**src/sv/msrc_pkg.sv**
```systemverilog
// Types, codes and routing-table functions for the matrix switch route controller.
// No dependencies; used by the channel interfaces and by every module.
`timescale 1ns / 1ps

package msrc_pkg;

  localparam int NumPorts = 3;

  localparam logic MODE_SCAN = 1'b0;
  localparam logic MODE_SET  = 1'b1;

  typedef logic [1:0] route_t;

  typedef struct packed {
    logic       mode;
    logic [2:0] button_levels;
    logic [7:0] want_in1;
    logic [7:0] want_in2;
    logic [7:0] want_in3;
    logic [7:0] save;
  } item_t;

  typedef struct packed {
    logic [11:0] relay_on;
    logic [8:0]  led_on;
    route_t      route1;
    route_t      route2;
    route_t      route3;
    logic        store_request;
    logic [1:0]  held;
  } result_t;

  // routes[k] is the output chosen for input k+1
  typedef struct packed {
    route_t [NumPorts-1:0] routes;
    logic [1:0]            held_button;
    logic                  flip_pending;
    logic [1:0]            last_button;
  } sw_state_t;

  function automatic logic [1:0] next_idx(logic [1:0] k);
    next_idx = (k == 2'd2) ? 2'd0 : k + 2'd1;
  endfunction

  // one button press; k is the button index (button number minus one)
  function automatic sw_state_t press_step(sw_state_t s, logic [1:0] k);
    sw_state_t  r;
    logic [1:0] n1;
    logic [1:0] n2;
    route_t     t;
    r  = s;
    n1 = next_idx(k);
    n2 = next_idx(n1);
    if (s.flip_pending && s.last_button == k + 2'd1) begin
      t           = r.routes[k];
      r.routes[k] = r.routes[n1];
      r.routes[n1] = t;
      r.flip_pending = 1'b0;
    end else begin
      t            = r.routes[n1];
      r.routes[n1] = r.routes[n2];
      r.routes[n2] = t;
      r.flip_pending = 1'b1;
      r.last_button  = k + 2'd1;
    end
    r.held_button = k + 2'd1;
    press_step = r;
  endfunction

  function automatic route_t clamp_want(logic [7:0] w, route_t own);
    clamp_want = (w > 8'd3) ? own : w[1:0];
  endfunction

  function automatic logic [11:0] relay_mask(logic [1:0] k, route_t r);
    logic [11:0] m;
    m = 12'h000;
    case (k)
      2'd0: begin
        if (r == 2'd2) m = 12'h111;
        else if (r == 2'd3) m = 12'h021;
      end
      2'd1: begin
        if (r == 2'd1) m = 12'h04A;
        else if (r == 2'd3) m = 12'hA00;
      end
      2'd2: begin
        if (r == 2'd1) m = 12'h00C;
        else if (r == 2'd2) m = 12'h480;
      end
      default: m = 12'h000;
    endcase
    relay_mask = m;
  endfunction

  function automatic logic [2:0] led_bits(route_t r);
    led_bits = {r == 2'd3, r == 2'd2, r == 2'd1};
  endfunction

endpackage

```
**src/sv/msrc_item_if.sv**
```systemverilog
// Valid/ready channel carrying one input beat of the route controller.
// Depends on msrc_pkg for the payload type.
`timescale 1ns / 1ps

interface msrc_item_if;
  logic           valid;
  logic           ready;
  msrc_pkg::item_t data;

  modport source (output valid, output data, input ready);
  modport sink (input valid, input data, output ready);
endinterface

```
**src/sv/msrc_result_if.sv**
```systemverilog
// Valid/ready channel carrying one result beat of the route controller.
// Depends on msrc_pkg for the payload type.
`timescale 1ns / 1ps

interface msrc_result_if;
  logic             valid;
  logic             ready;
  msrc_pkg::result_t data;

  modport source (output valid, output data, input ready);
  modport sink (input valid, input data, output ready);
endinterface

```
**src/sv/matrix_switch_route_controller.sv**
```systemverilog
// Top level of the 3x3 relay matrix route controller.
// Depends on msrc_pkg, msrc_item_if, msrc_result_if, msrc_in_reg, msrc_engine, msrc_decode.
//
//   channel   dir   payload
//   items     in    mode, button_levels, want_in1..3, save
//   results   out   relay_on, led_on, route1..3, store_request, held
//
// One beat per cycle sustained while results are taken; an accepted beat
// waits in the input register, then its result in the result register. The
// state update is one pass of logic between those registers. Reset sets
// routes to 1, 2, 3 and clears held, flip and last button. A stalled result
// holds in its register while the input register still takes one more beat.
`timescale 1ns / 1ps

module matrix_switch_route_controller (
  input  logic        clk,
  input  logic        rst,
  msrc_item_if.sink   items,
  msrc_result_if.source results
);
  import msrc_pkg::*;

  logic      full;
  logic      fire;
  item_t     item;
  sw_state_t state_next;
  logic      store;
  result_t   result_next;
  logic      out_valid;
  result_t   out_data;

  assign fire = full && (!out_valid || results.ready);

  msrc_in_reg u_in_reg (
    .clk   (clk),
    .rst   (rst),
    .items (items),
    .take  (fire),
    .full  (full),
    .item  (item)
  );

  msrc_engine u_engine (
    .clk        (clk),
    .rst        (rst),
    .fire       (fire),
    .item       (item),
    .state_next (state_next),
    .store      (store)
  );

  msrc_decode u_decode (
    .state  (state_next),
    .store  (store),
    .result (result_next)
  );

  always_ff @(posedge clk) begin
    if (rst) begin
      out_valid <= 1'b0;
    end else if (fire) begin
      out_valid <= 1'b1;
    end else if (results.ready) begin
      out_valid <= 1'b0;
    end
  end

  always_ff @(posedge clk) begin
    if (fire) begin
      out_data <= result_next;
    end
  end

  assign results.valid = out_valid;
  assign results.data  = out_data;
endmodule

```
**src/sv/msrc_in_reg.sv**
```systemverilog
// Input register stage: captures one beat and holds it until the core takes it.
// Depends on msrc_pkg and msrc_item_if.
`timescale 1ns / 1ps

module msrc_in_reg (
  input  logic            clk,
  input  logic            rst,
  msrc_item_if.sink       items,
  input  logic            take,
  output logic            full,
  output msrc_pkg::item_t item
);
  import msrc_pkg::*;

  assign items.ready = !full || take;

  always_ff @(posedge clk) begin
    if (rst) begin
      full <= 1'b0;
    end else if (items.ready) begin
      full <= items.valid;
    end
  end

  always_ff @(posedge clk) begin
    if (items.valid && items.ready) begin
      item <= items.data;
    end
  end
endmodule

```
**src/sv/msrc_engine.sv**
```systemverilog
// Switch state registers and the per-beat update for scan and set beats.
// Depends on msrc_pkg.
`timescale 1ns / 1ps

module msrc_engine (
  input  logic                clk,
  input  logic                rst,
  input  logic                fire,
  input  msrc_pkg::item_t     item,
  output msrc_pkg::sw_state_t state_next,
  output logic                store
);
  import msrc_pkg::*;

  sw_state_t state;

  always_comb begin
    logic same;
    state_next = state;
    store      = 1'b0;
    same       = 1'b0;
    if (item.mode == MODE_SCAN) begin
      if (state.held_button != 2'd0) begin
        if (item.button_levels[state.held_button - 2'd1]) begin
          state_next.held_button = 2'd0;
        end
      end else begin
        for (int i = 0; i < NumPorts; i++) begin
          if (!item.button_levels[i]) begin
            state_next = press_step(state_next, 2'(i));
            store      = 1'b1;
          end
        end
      end
    end else begin
      same = {6'd0, state.routes[0]} == item.want_in1 &&
             {6'd0, state.routes[1]} == item.want_in2 &&
             {6'd0, state.routes[2]} == item.want_in3 &&
             item.save == 8'd0;
      if (!same) begin
        state_next.routes[0] = clamp_want(item.want_in1, 2'd1);
        state_next.routes[1] = clamp_want(item.want_in2, 2'd2);
        state_next.routes[2] = clamp_want(item.want_in3, 2'd3);
        store = (item.save == 8'd1);
      end
    end
  end

  always_ff @(posedge clk) begin
    if (rst) begin
      state.routes       <= {2'd3, 2'd2, 2'd1};
      state.held_button  <= 2'd0;
      state.flip_pending <= 1'b0;
      state.last_button  <= 2'd0;
    end else if (fire) begin
      state <= state_next;
    end
  end
endmodule

```
**src/sv/msrc_decode.sv**
```systemverilog
// Decodes the three routes into relay drive and route LED bits.
// Depends on msrc_pkg.
`timescale 1ns / 1ps

module msrc_decode (
  input  msrc_pkg::sw_state_t state,
  input  logic                store,
  output msrc_pkg::result_t   result
);
  import msrc_pkg::*;

  always_comb begin
    result.relay_on = relay_mask(2'd0, state.routes[0]) |
                      relay_mask(2'd1, state.routes[1]) |
                      relay_mask(2'd2, state.routes[2]);
    result.led_on   = {led_bits(state.routes[2]), led_bits(state.routes[1]),
                       led_bits(state.routes[0])};
    result.route1        = state.routes[0];
    result.route2        = state.routes[1];
    result.route3        = state.routes[2];
    result.store_request = store;
    result.held          = state.held_button;
  end
endmodule
```
**src/flat_wrapper.sv**
```systemverilog
// flat-port wrapper written by rule: the top's interface ports become plain ports
module matrix_switch_route_controller_flat import msrc_pkg::*;
  (clk, rst, items_valid, items_data, items_ready, results_valid, results_data, results_ready);
  msrc_item_if items_i ();
  msrc_result_if results_i ();
  input  logic clk;
  input  logic rst;
  input wire logic [$bits(items_i.valid)-1:0] items_valid;
  input wire logic [$bits(items_i.data)-1:0] items_data;
  output wire logic [$bits(items_i.ready)-1:0] items_ready;
  output wire logic [$bits(results_i.valid)-1:0] results_valid;
  output wire logic [$bits(results_i.data)-1:0] results_data;
  input wire logic [$bits(results_i.ready)-1:0] results_ready;
  assign items_i.valid = items_valid;
  assign items_i.data = items_data;
  assign items_ready = items_i.ready;
  assign results_valid = results_i.valid;
  assign results_data = results_i.data;
  assign results_i.ready = results_ready;
  matrix_switch_route_controller u_core (.clk(clk), .rst(rst), .items(items_i), .results(results_i));
endmodule
```
**config.mk**
```make
export PLATFORM = sky130hd
export DESIGN_NAME = matrix_switch_route_controller_flat
export DESIGN_NICKNAME = d
export VERILOG_FILES = /design/src/sv/msrc_pkg.sv /design/src/sv/msrc_item_if.sv /design/src/sv/msrc_result_if.sv /design/src/sv/matrix_switch_route_controller.sv /design/src/sv/msrc_in_reg.sv /design/src/sv/msrc_engine.sv /design/src/sv/msrc_decode.sv /design/src/flat_wrapper.sv
export SDC_FILE = /design/constraint.sdc
export NUM_CORES = 1
export LEC_CHECK = 0
export ABC_AREA = 0
export BUFFER_PORTS_ARGS = -buffer_cell sky130_fd_sc_hd__buf_2
export CORE_ASPECT_RATIO = 1.4
export CORE_UTILIZATION = 45
export CTS_CLUSTER_DIAMETER = 150
export DETAILED_ROUTE_END_ITERATION = 8
export PLACE_DENSITY = 0.68
export SYNTH_ARGS = -nofsm -noshare
export SYNTH_HDL_FRONTEND = slang
export SYNTH_SLANG_ARGS = --single-unit
```
**constraint.sdc**
```tcl
create_clock -name clk -period 2.4 [get_ports clk]
set_input_delay 0.12 -clock clk [delete_from_list [all_inputs] [get_ports clk]]
set_output_delay 0.12 -clock clk [all_outputs]
set_load 0.03 [all_outputs]
```
; After elaboration in Yosys (flattened, before gate mapping)
; Cells that the tools add are included.
[totals]
output_inout_bits = 32
elab_cells = 110
reg_bits = 79
[classes]
n_reduce_logical = 16
n_eq_ne = 16
bitwise_logic = 4
addsub = 1
magnitude_cmp = 4
muxes = 48
[ops]
columns = operator, count
row1 = two-way mux 11 bit, 9
row2 = two-way mux 2 bit, 17
row3 = equality test 2 x 8 -> 1 bit, 3
row4 = "greater-than comparator 8 x 2 -> 1 bit, second input constant", 3
row5 = two-way mux 12 bit, 2
row6 = two-way mux 6 bit, 4
row7 = bitwise OR 12 bit, 2
row8 = "equality test 2 bit, second input constant", 8
row9 = two-way mux 1 bit, 12
row10 = two-way mux 9 bit, 1
row11 = "equality test 2 x 1 -> 1 bit, second input constant", 4
row12 = "equality test 8 x 1 -> 1 bit, second input constant", 1
row13 = logical AND 1 bit, 8
row14 = logical NOT 8 bit, 1
row15 = two-way mux 5 bit, 1
row16 = nonzero test 2 bit, 2
row17 = "< comparator 2 x 3 -> 1 bit, second input constant", 1
row18 = two-way mux 3 bit, 1
row19 = AND reduction 3 bit, 1
row20 = binary-select mux 1 bit (select 2 bit), 1
row21 = logical NOT 1 bit, 2
row22 = logical OR 1 bit, 2
row23 = inverter 1 bit, 2
row24 = "subtractor 2 x 1 -> 2 bit, second input constant", 1

; Longest topological paths before layout
; Gate-level depths: netlist of run 1.
[depth]
depth_word = 23
depth_mapped = 9
mapped_depth_nobuf = 8

; Hierarchy
; A second synthesis of run 1 with hierarchy kept.
[unflattened]
cells_unflattened = 295
area_unflattened_um2 = 3594.7
[modules_own_cells]
columns = module, n_inst, area_each_um2, cells_each
row1 = msrc_engine, 1, 1277.5, 189
row2 = msrc_in_reg, 1, 1136.1, 41
row3 = matrix_switch_route_controller, 1, 955.9, 35
row4 = msrc_decode, 1, 225.2, 30

; Least setup slack after synthesis of run 1
; OpenSTA, ideal clock, no wires.
[synth_path]
kind = register to register
start = register u_core.out_valid, in the netlist u_core.results.valid
end = register u_core.u_engine.state[7] in the netlist's numbering
required_time_ns = 2.313
slack_ns = 0.110
period_less_slack_ns = 2.290
setup_time_ns = 0.087
arrival_time_ns = 2.203
path_stages_with_launch = 7
path_cell_list = dfxtp_1 -> nor2b_1 -> nand2b_1 -> buf_2 -> clkinv_1 -> or3_1 -> o31ai_1
[synth_via]
elab_chain_cells = 3
[synth_rtl]
columns = element, line_no
row1 = from (decl), matrix_switch_route_controller.sv:29  ; logic out_valid;
row2 = from (signal assigned), matrix_switch_route_controller.sv:60  ; out_valid <= 1'b0;
row3 = from (signal assigned), matrix_switch_route_controller.sv:62  ; out_valid <= 1'b1;
row4 = from (signal assigned), matrix_switch_route_controller.sv:64  ; out_valid <= 1'b0;
row5 = logical NOT 1 bit, matrix_switch_route_controller.sv:32  ; assign fire = full && (!out_valid || results.ready);
row6 = logical OR 1 bit, matrix_switch_route_controller.sv:32
row7 = logical AND 1 bit, matrix_switch_route_controller.sv:32
row8 = named net u_core.fire, matrix_switch_route_controller.sv:24  ; logic fire;
row9 = to (signal assigned), msrc_engine.sv:56  ; state <= state_next;
row10 = to (decl), msrc_engine.sv:15  ; sw_state_t state;
; The timed path passes the listed nets, and every way through them passes these cells.
; A chain may end at the register's enable or synchronous reset.

==> key figures, run 1 <==
Timing
  – Fin. max-slew vios: 0
  – Max Fclk: 440 MHz
  – Final setup fails: 0
  – Clock Skews: 12.8 ps
  – Fin. Hold Viols: 0
  – Fin crit period: 2270 ps
  – Fin worst setup slack: 128 ps
  – Hold slack: 86.8 ps
  – Least-Margin Pin Slew: 509 ps
  – Final worst path period share: 94.7%
  – Max-slew headroom: 65.7%

Placement
  – Post-DP HPWL: 5690 µm
  – DP Area: 0.00406 mm²
  – Port-buffer cells: 71
  – Place WS: 51.9 ps
  – RD Place Congestion: 0.931

Detailed routing
  – Post-DR wirelength/cell: 15.5 µm
  – DRC errors left: 0
  – Iteration-0 DRC Markers: 196
  – Vias: 2858
  – DRT Pass-1 Iters: 4
  – Final ANT Viol Nets: 0
  – Total wire length: 8360 µm
  – Via/cell ratio: 5.31

Cells and area
  – Final Cell Area: 0.00469 mm²
  – Nets: 477
  – N_diodes: 0
  – Area delta synth->final: 36.9%
  – Area of the multi-input gates: 0.00127 mm²
  – Register area: 0.00204 mm²
  – Layout cells sized above 1: 33.1%
  – Post-layout util: 63.7%
  – Fillcell total: 593

Clocking
  – H-tree depth: 3
  – CTS tree: built
  – Inserted Clock Buffers: 9
  – Clock Pin Slew Worst Setup and Hold Paths: 80 ps
  – Clock root buffer master: clkbuf_8
  – CTS max path bufs: 2
  – TritonCTS Sinks: 72
  – Worst-skew pair later-pin latency: 340 ps

Floorplan
  – I/O Pins: 72
  – Core area: 0.00736 mm²
  – Die area: 0.00796 mm²
  – Initial Utilization: 46.5%
  – Site Rows: 37
  – Die Height: 105 µm
  – Die Width: 75.7 µm

Yosys
  – Yosys warnings: 0
  – Synthesized area: 0.00342 mm²
  – Synth cell types: 60
  – Mapped Avg Cell Area: 11.4 µm²
  – Ys async rst share: 0%
  – Synthesis-stage register bit count: 72
  – Synth Flop Type: edfxtp_1
  – Mapped Cells: 301
  – Sequential share of the synthesized area: 59.4%
  – Number of synthesized flops with an enable pin: 59
  – Syn nets: 342

Pwr
  – PD cells: 623 mW/mm²
  – Leakage: 0.00184 µW
  – Power Total: 2920 µW
  – VDD IR max: 0.000634 V

Run
  – Max Cap Viol: 0

Worst hold path
  – Hold Path Class: in2reg

Global routing
  – Tot GR Track Use: 23.0%
  – First-pass GRT wire length: 13600 µm
  – Remaining Overflow, GRT: 0
  – Pin count of the biggest net entering global routing: 37
  – Initial antenna violation count: 0
  – Vias in the first global route: 2900

Status
  – Status: complete, no violations

Worst setup path
  – Crit end category: flip-flop
  – CP Launch Type: flip-flop
  – Arr. time, crit path: 2370 ps
  – WP data required: 2500 ps
  – Critical path type: reg2reg
  – Worst-path fanout max: 7
-- per-stage QoR --
step / std cells / setup TNS (ps)
after detailed placement: 483 / 0
final: 538 / 0
after CTS: 536 / 0
after floorplan: 301 / 0
after global placement: 483 / 0
after global routing: 538 / -25.5
-- cells by family (layout without fill, tap and decap cells) --
group,count (synthesis),in the layout,share of synthesized area [%]
mux,5,5,1.50
fa+ha+maj,1,1,0.366
simple gates,108,108,16.7
buf+inv,35,175,4.75
xor+xnor,6,6,1.54
compound gates,74,74,15.8
flops,72,72,59.4
-- synth_stat cells, types with 7 or more instances --
cell	n	area, µm²
inv_1	12	45.0
buf_4	7	52.6
dfxtp_1	13	260
edfxtp_1	59	1770
clkbuf_1	10	37.5
nor3_1	8	40.0
o21ai_0	9	45.0
a21oi_1	21	105
nor2b_1	10	62.6
nor2_1	23	86.3
nand2_1	24	90.1
and2_1	7	43.8
-- layout make-up --
class | count | area share (%)
multi-input cells | 194 | 27.2
repair buffers | 146 | 21.6
clock buffers | 10 | 2.72
clock inverters | 6 | 1.44
well taps | 97 | 2.59
inverters | 13 | 1.04
flip-flops and latches | 72 | 43.4
-- critical path, cell delays in order (launching register included) --
cell and delay (ps):
edfxtp_1 500, buf_4 200, buf_4 150, and4_1 230, a21oi_2 250, o2111ai_1 160, nand3_1 210, o211ai_4 140
and2_1 180
-- routing by layer --
layer  GRT usage [%]  up-vias  share of wire [%]
li1                -     1391                  -
met1            25.6     1338                 38
met2            39.3      101                 54
met3            5.98       28                3.9
met4            11.0        0                3.9
met5               0        -                  0
-- cells in the final DEF (no fill, tap or decap), drive strengths merged, types with 2 or more instances in the layout --
cell and n:
nand3b 3, a32o 3, or2 2, and2 7
nand3 6, edfxtp 59, and3b 2, a21oi 22
clkinv 3, o221ai 2, a31oi 3, nor2b 10
a211oi 6, o21ai 9, dfxtp 13, nand4b 2
nor4 5, inv 13, nand2 24, nand4 3
dlygate4sd3 37, buf 109, nor2 23, o31ai 4
o211ai 2, or3 2, a21o 2, o22ai 3
nand2b 5, a211o 2, mux2i 4, o2111ai 2
nor3 8, a21bo 3, xor2 3, xnor2 3
clkinvlp 2, clkbuf 10
-- power by group --
| part | internal (µW) | switching, µW |
|---|---|---|
| Sequential | 1440 | 45.1 |
| Clock | 484 | 454 |
| Combinational | 223 | 272 |
| Total | 2150 | 771 |
-- timing repair --
item,in CTS,in global routing
endpoints found under the setup margin,0,19
hold buffers,37,0
resized for setup,0,11
setup buffers,0,2
hold endpoints to repair,37,0
-- registers in the layout (all words and copies together) (netlist names) --
signal	flops
u_core.u_engine.state	11
u_core.u_in_reg.item	36
u_core.results.valid	1
u_core.results.data	23
u_core.u_in_reg.full	1
-- final timing paths --
check                                              start                        to  slack, ps  cells after the start
worst max-delay path            u_core.u_in_reg.item[33]   u_core.results.data[13]        130                      8
worst max register to register  u_core.u_in_reg.item[33]   u_core.results.data[13]        130                      8
worst min-delay path                       results_ready      u_core.results.valid         90                      4
worst min register to register  u_core.u_engine.state[3]  u_core.u_engine.state[3]        490                      2
No activity file was read; power rests on OpenSTA's default activity.
==> run 2, diff against run 1 <==
Settings changed: CORE_UTILIZATION 45 to 50, PLACE_DENSITY 0.68 to 0.74, REMOVE_ABC_BUFFERS set to 1.
==> run 2 against run 1 <==
  * Setup slack worse by 86 ps
  * Clock skew increased by 2.6 ps
  * Sequential cell count unchanged
  * Clock power increased by 0.5%
  * Critical path depth unchanged
  * Non-clock buffer count shrank 3
  * First-iteration DRC count shrank 27%
  * Sequential share of layout area is 0.27 points lower
  * Die area fell by 9.8%
  * Largest cell class unchanged
==> key figures, run 2 (same netlist as run 1, synthesis figures left out) <==
Status
  – Status: complete, no violations (unchanged)

Detailed routing
  – Total wire length: 8680 µm (was 8360 µm)
  – Top layer used by detailed routing: met4 (unchanged)
  – Met2 wire length: 4700 µm (was 4510 µm)
  – Post-DR wirelength/cell: 16.4 µm (was 15.5 µm)
  – Via/cell ratio: 5.37 (was 5.31)
  – Iteration-0 DRC Markers: 143 (was 196)
  – M1 WL: 3310 µm (was 3200 µm)
  – Met3 WL: 390 µm (was 325 µm)
  – Final ANT Viol Nets: 0 (unchanged)
  – DRT Pass-1 Iters: 4 (unchanged)
  – DRC errors left: 0 (unchanged)
  – Vias: 2847 (was 2858)

Placement
  – Port-buffer cells: 71 (unchanged)
  – RD Place Congestion: 0.914 (was 0.931)
  – Post-DP HPWL: 5670 µm (was 5690 µm)

Worst setup path
  – CP Launch Type: flip-flop (unchanged)
  – CP Cell Sequence: buf_4 > a21o_2 > a211oi_1 > o31ai_1 > mux2i_1 > o22ai_1 > buf_4 > and2_1 (was buf_4 > buf_4 > and4_1 > a21oi_2 > o2111ai_1 > nand3_1 > o211ai_4 > and2_1)
  – Flop-to-flop setup slack: 40 ps (was 130 ps)
  – FF-to-FF End: u_core.results.data[9] (was u_core.results.data[13])
  – Crit end category: flip-flop (unchanged)
  – Worst path bufs/invs: 2 (unchanged)
  – CP max stage cell: edfxtp_1 (unchanged)
  – Top Family by Delay on Critical Path: compound AO/OA/AOI/OAI gates (was simple AND/OR/NAND/NOR gates)
  – Worst R2R Path Depth: 8 (unchanged)
  – WP data required: 2510 ps (was 2500 ps)
  – Critical path type: reg2reg (unchanged)
  – Worst-path fanout max: 12 (was 7)
  – Arr. time, crit path: 2460 ps (was 2370 ps)
  – Worst path max stage delay: 510 ps (was 500 ps)
  – Cell mode on critical path: buf_4 (unchanged)
  – FF-to-FF Start: u_core.u_in_reg.item[32] (was u_core.u_in_reg.item[33])

Pwr
  – Leakage: 0.00185 µW (was 0.00184 µW)
  – VDD IR max: 0.000491 V (was 0.000634 V)
  – Power Total: 2930 µW (was 2920 µW)
  – PD cells: 621 mW/mm² (was 623 mW/mm²)

Global routing
  – First-pass GRT wire length: 13500 µm (was 13600 µm)
  – Initial antenna violation count: 0 (unchanged)
  – Pin count of the biggest net entering global routing: 37 (unchanged)
  – Vias in the first global route: 2917 (was 2900)
  – Remaining Overflow, GRT: 0 (unchanged)
  – Tot GR Track Use: 25.4% (was 23.0%)

Cells and area
  – Nets: 474 (was 477)
  – Area delta synth->final: 37.7% (was 36.9%)
  – Layout cells sized above 1: 33.1% (about the same)
  – Fillcell total: 457 (was 593)
  – Largest register by flop count: u_core.u_in_reg.item (unchanged)
  – Commonest non-fill, non-tap cells in the layout: 71 x buf_2, 59 x edfxtp_1, 36 x dlygate4sd3_1 (was 71 x buf_2, 59 x edfxtp_1, 38 x buf_4)
  – Post-layout util: 71.3% (was 63.7%)
  – N_diodes: 0 (unchanged)
  – Commonest non-fill, non-tap cell in the layout: buf_2 (unchanged)
  – Largest register FFs: 36 (unchanged)

Worst hold path
  – Min-delay src: items_valid (was results_ready)
  – Hold path depth: 3 (was 4)
  – Hold Path Class: in2reg (unchanged)
  – Worst hold endpoint: u_core.u_in_reg.full (was u_core.results.valid)

Timing
  – RSZ-0062 raised after global routing: true
  – Final worst path period share: 98.2% (was 94.7%)
  – Fin. max-slew vios: 0 (unchanged)
  – Clock Skews: 15.4 ps (was 12.8 ps)
  – Max Fclk: 424 MHz (was 440 MHz)
  – Fin crit period: 2360 ps (was 2270 ps)
  – Final setup fails: 0 (unchanged)
  – Least-Margin Pin Slew: 470 ps (was 509 ps)
  – Fin. Hold Viols: 0 (unchanged)
  – Max-slew headroom: 68.7% (was 65.7%)

Floorplan
  – Initial Utilization: 51.8% (was 46.5%)
  – Die Width: 71.9 µm (was 75.7 µm)
  – I/O Pins: 72 (unchanged)
  – Die area: 0.00718 mm² (was 0.00796 mm²)
  – Die Height: 99.9 µm (was 105 µm)
  – Site Rows: 35 (was 37)
  – Core area: 0.00661 mm² (was 0.00736 mm²)

Clocking
  – CTS max path bufs: 2 (unchanged)
  – Worst-skew pair later-pin latency: 350 ps (was 340 ps)
  – Clock root buffer master: clkbuf_8 (unchanged)
  – TritonCTS Sinks: 72 (unchanged)
  – H-tree depth: 3 (unchanged)
  – CTS tree: built (unchanged)
  – Clock Pin Slew Worst Setup and Hold Paths: 90 ps (was 80 ps)
  – Inserted Clock Buffers: 9 (unchanged)

Run
  – Max Cap Viol: 0 (unchanged)
## run 2: how the worst max path moves through the flow
| stage | from | end | slack, ps | depth (start not counted) |
|---|---|---|---|---|
| CTS | u_core.u_in_reg.item[8] | u_core.results.data[12] | -6 | 7 |
| finish | u_core.u_in_reg.item[32] | u_core.results.data[9] | 40 | 8 |
| floorplan | u_core.results.valid | u_core.u_engine.state[7] | 40 | 5 |
| global placement | u_core.u_in_reg.item[8] | u_core.results.data[12] | 20 | 7 |
| global route | u_core.u_in_reg.item[32] | u_core.results.data[13] | -8 | 8 |
| detailed placement | u_core.u_in_reg.item[8] | u_core.results.data[12] | -30 | 7 |
## run 2: area by class of cell
type | count | area (µm²) | share of cell area [%]
clock buffers | 10 | 128 | 2.71
clock inverters | 6 | 67.6 | 1.43
inverters | 13 | 48.8 | 1.04
multi-input cells | 194 | 1330 | 28.3
flip-flops and latches | 72 | 2030 | 43.2
well taps | 92 | 115 | 2.44
repair buffers | 143 | 987 | 21.0
## run 2: timing repair
item,in CTS,in global routing
hold endpoints to repair,36,0
pin swaps,0,8
gates cloned,0,0
buffers inserted,0,4
setup endpoints to repair,5,20
hold buffers,36,0
gates resized for setup,1,18
## run 2: metal layers
metal	track usage, %	vias up
met4	12.5	0
met3	5.32	25
li1	-	1387
met5	0	-
met2	46.7	122
met1	27.2	1313
## run 2: metrics by stage
step	area (µm²)	setup WS (ps)	setup TNS, ps	instances	hold WS, ps
finish	4710	42.0	0	530	15.9
global route	4710	-7.63	-17.3	530	4.88
CTS	4580	-6.35	-6.67	526	3.88
detailed placement	4020	-26.3	-89.1	474	298
global placement	4020	18.7	0	474	297
floorplan	3310	39.1	0	279	189
## run 2: where the power goes
part | total (µW) | switching (µW) | internal, µW | leakage (µW)
logic | 498 | 278 | 219 | 0.00108
registers | 1490 | 48.0 | 1440 | 0.000677
clock network | 942 | 458 | 484 | 0.0000929
## run 2: tightest hold or removal path: stages
cell and delay (ps):
buf_2 80, a21oi_1 30, nor2_1 80
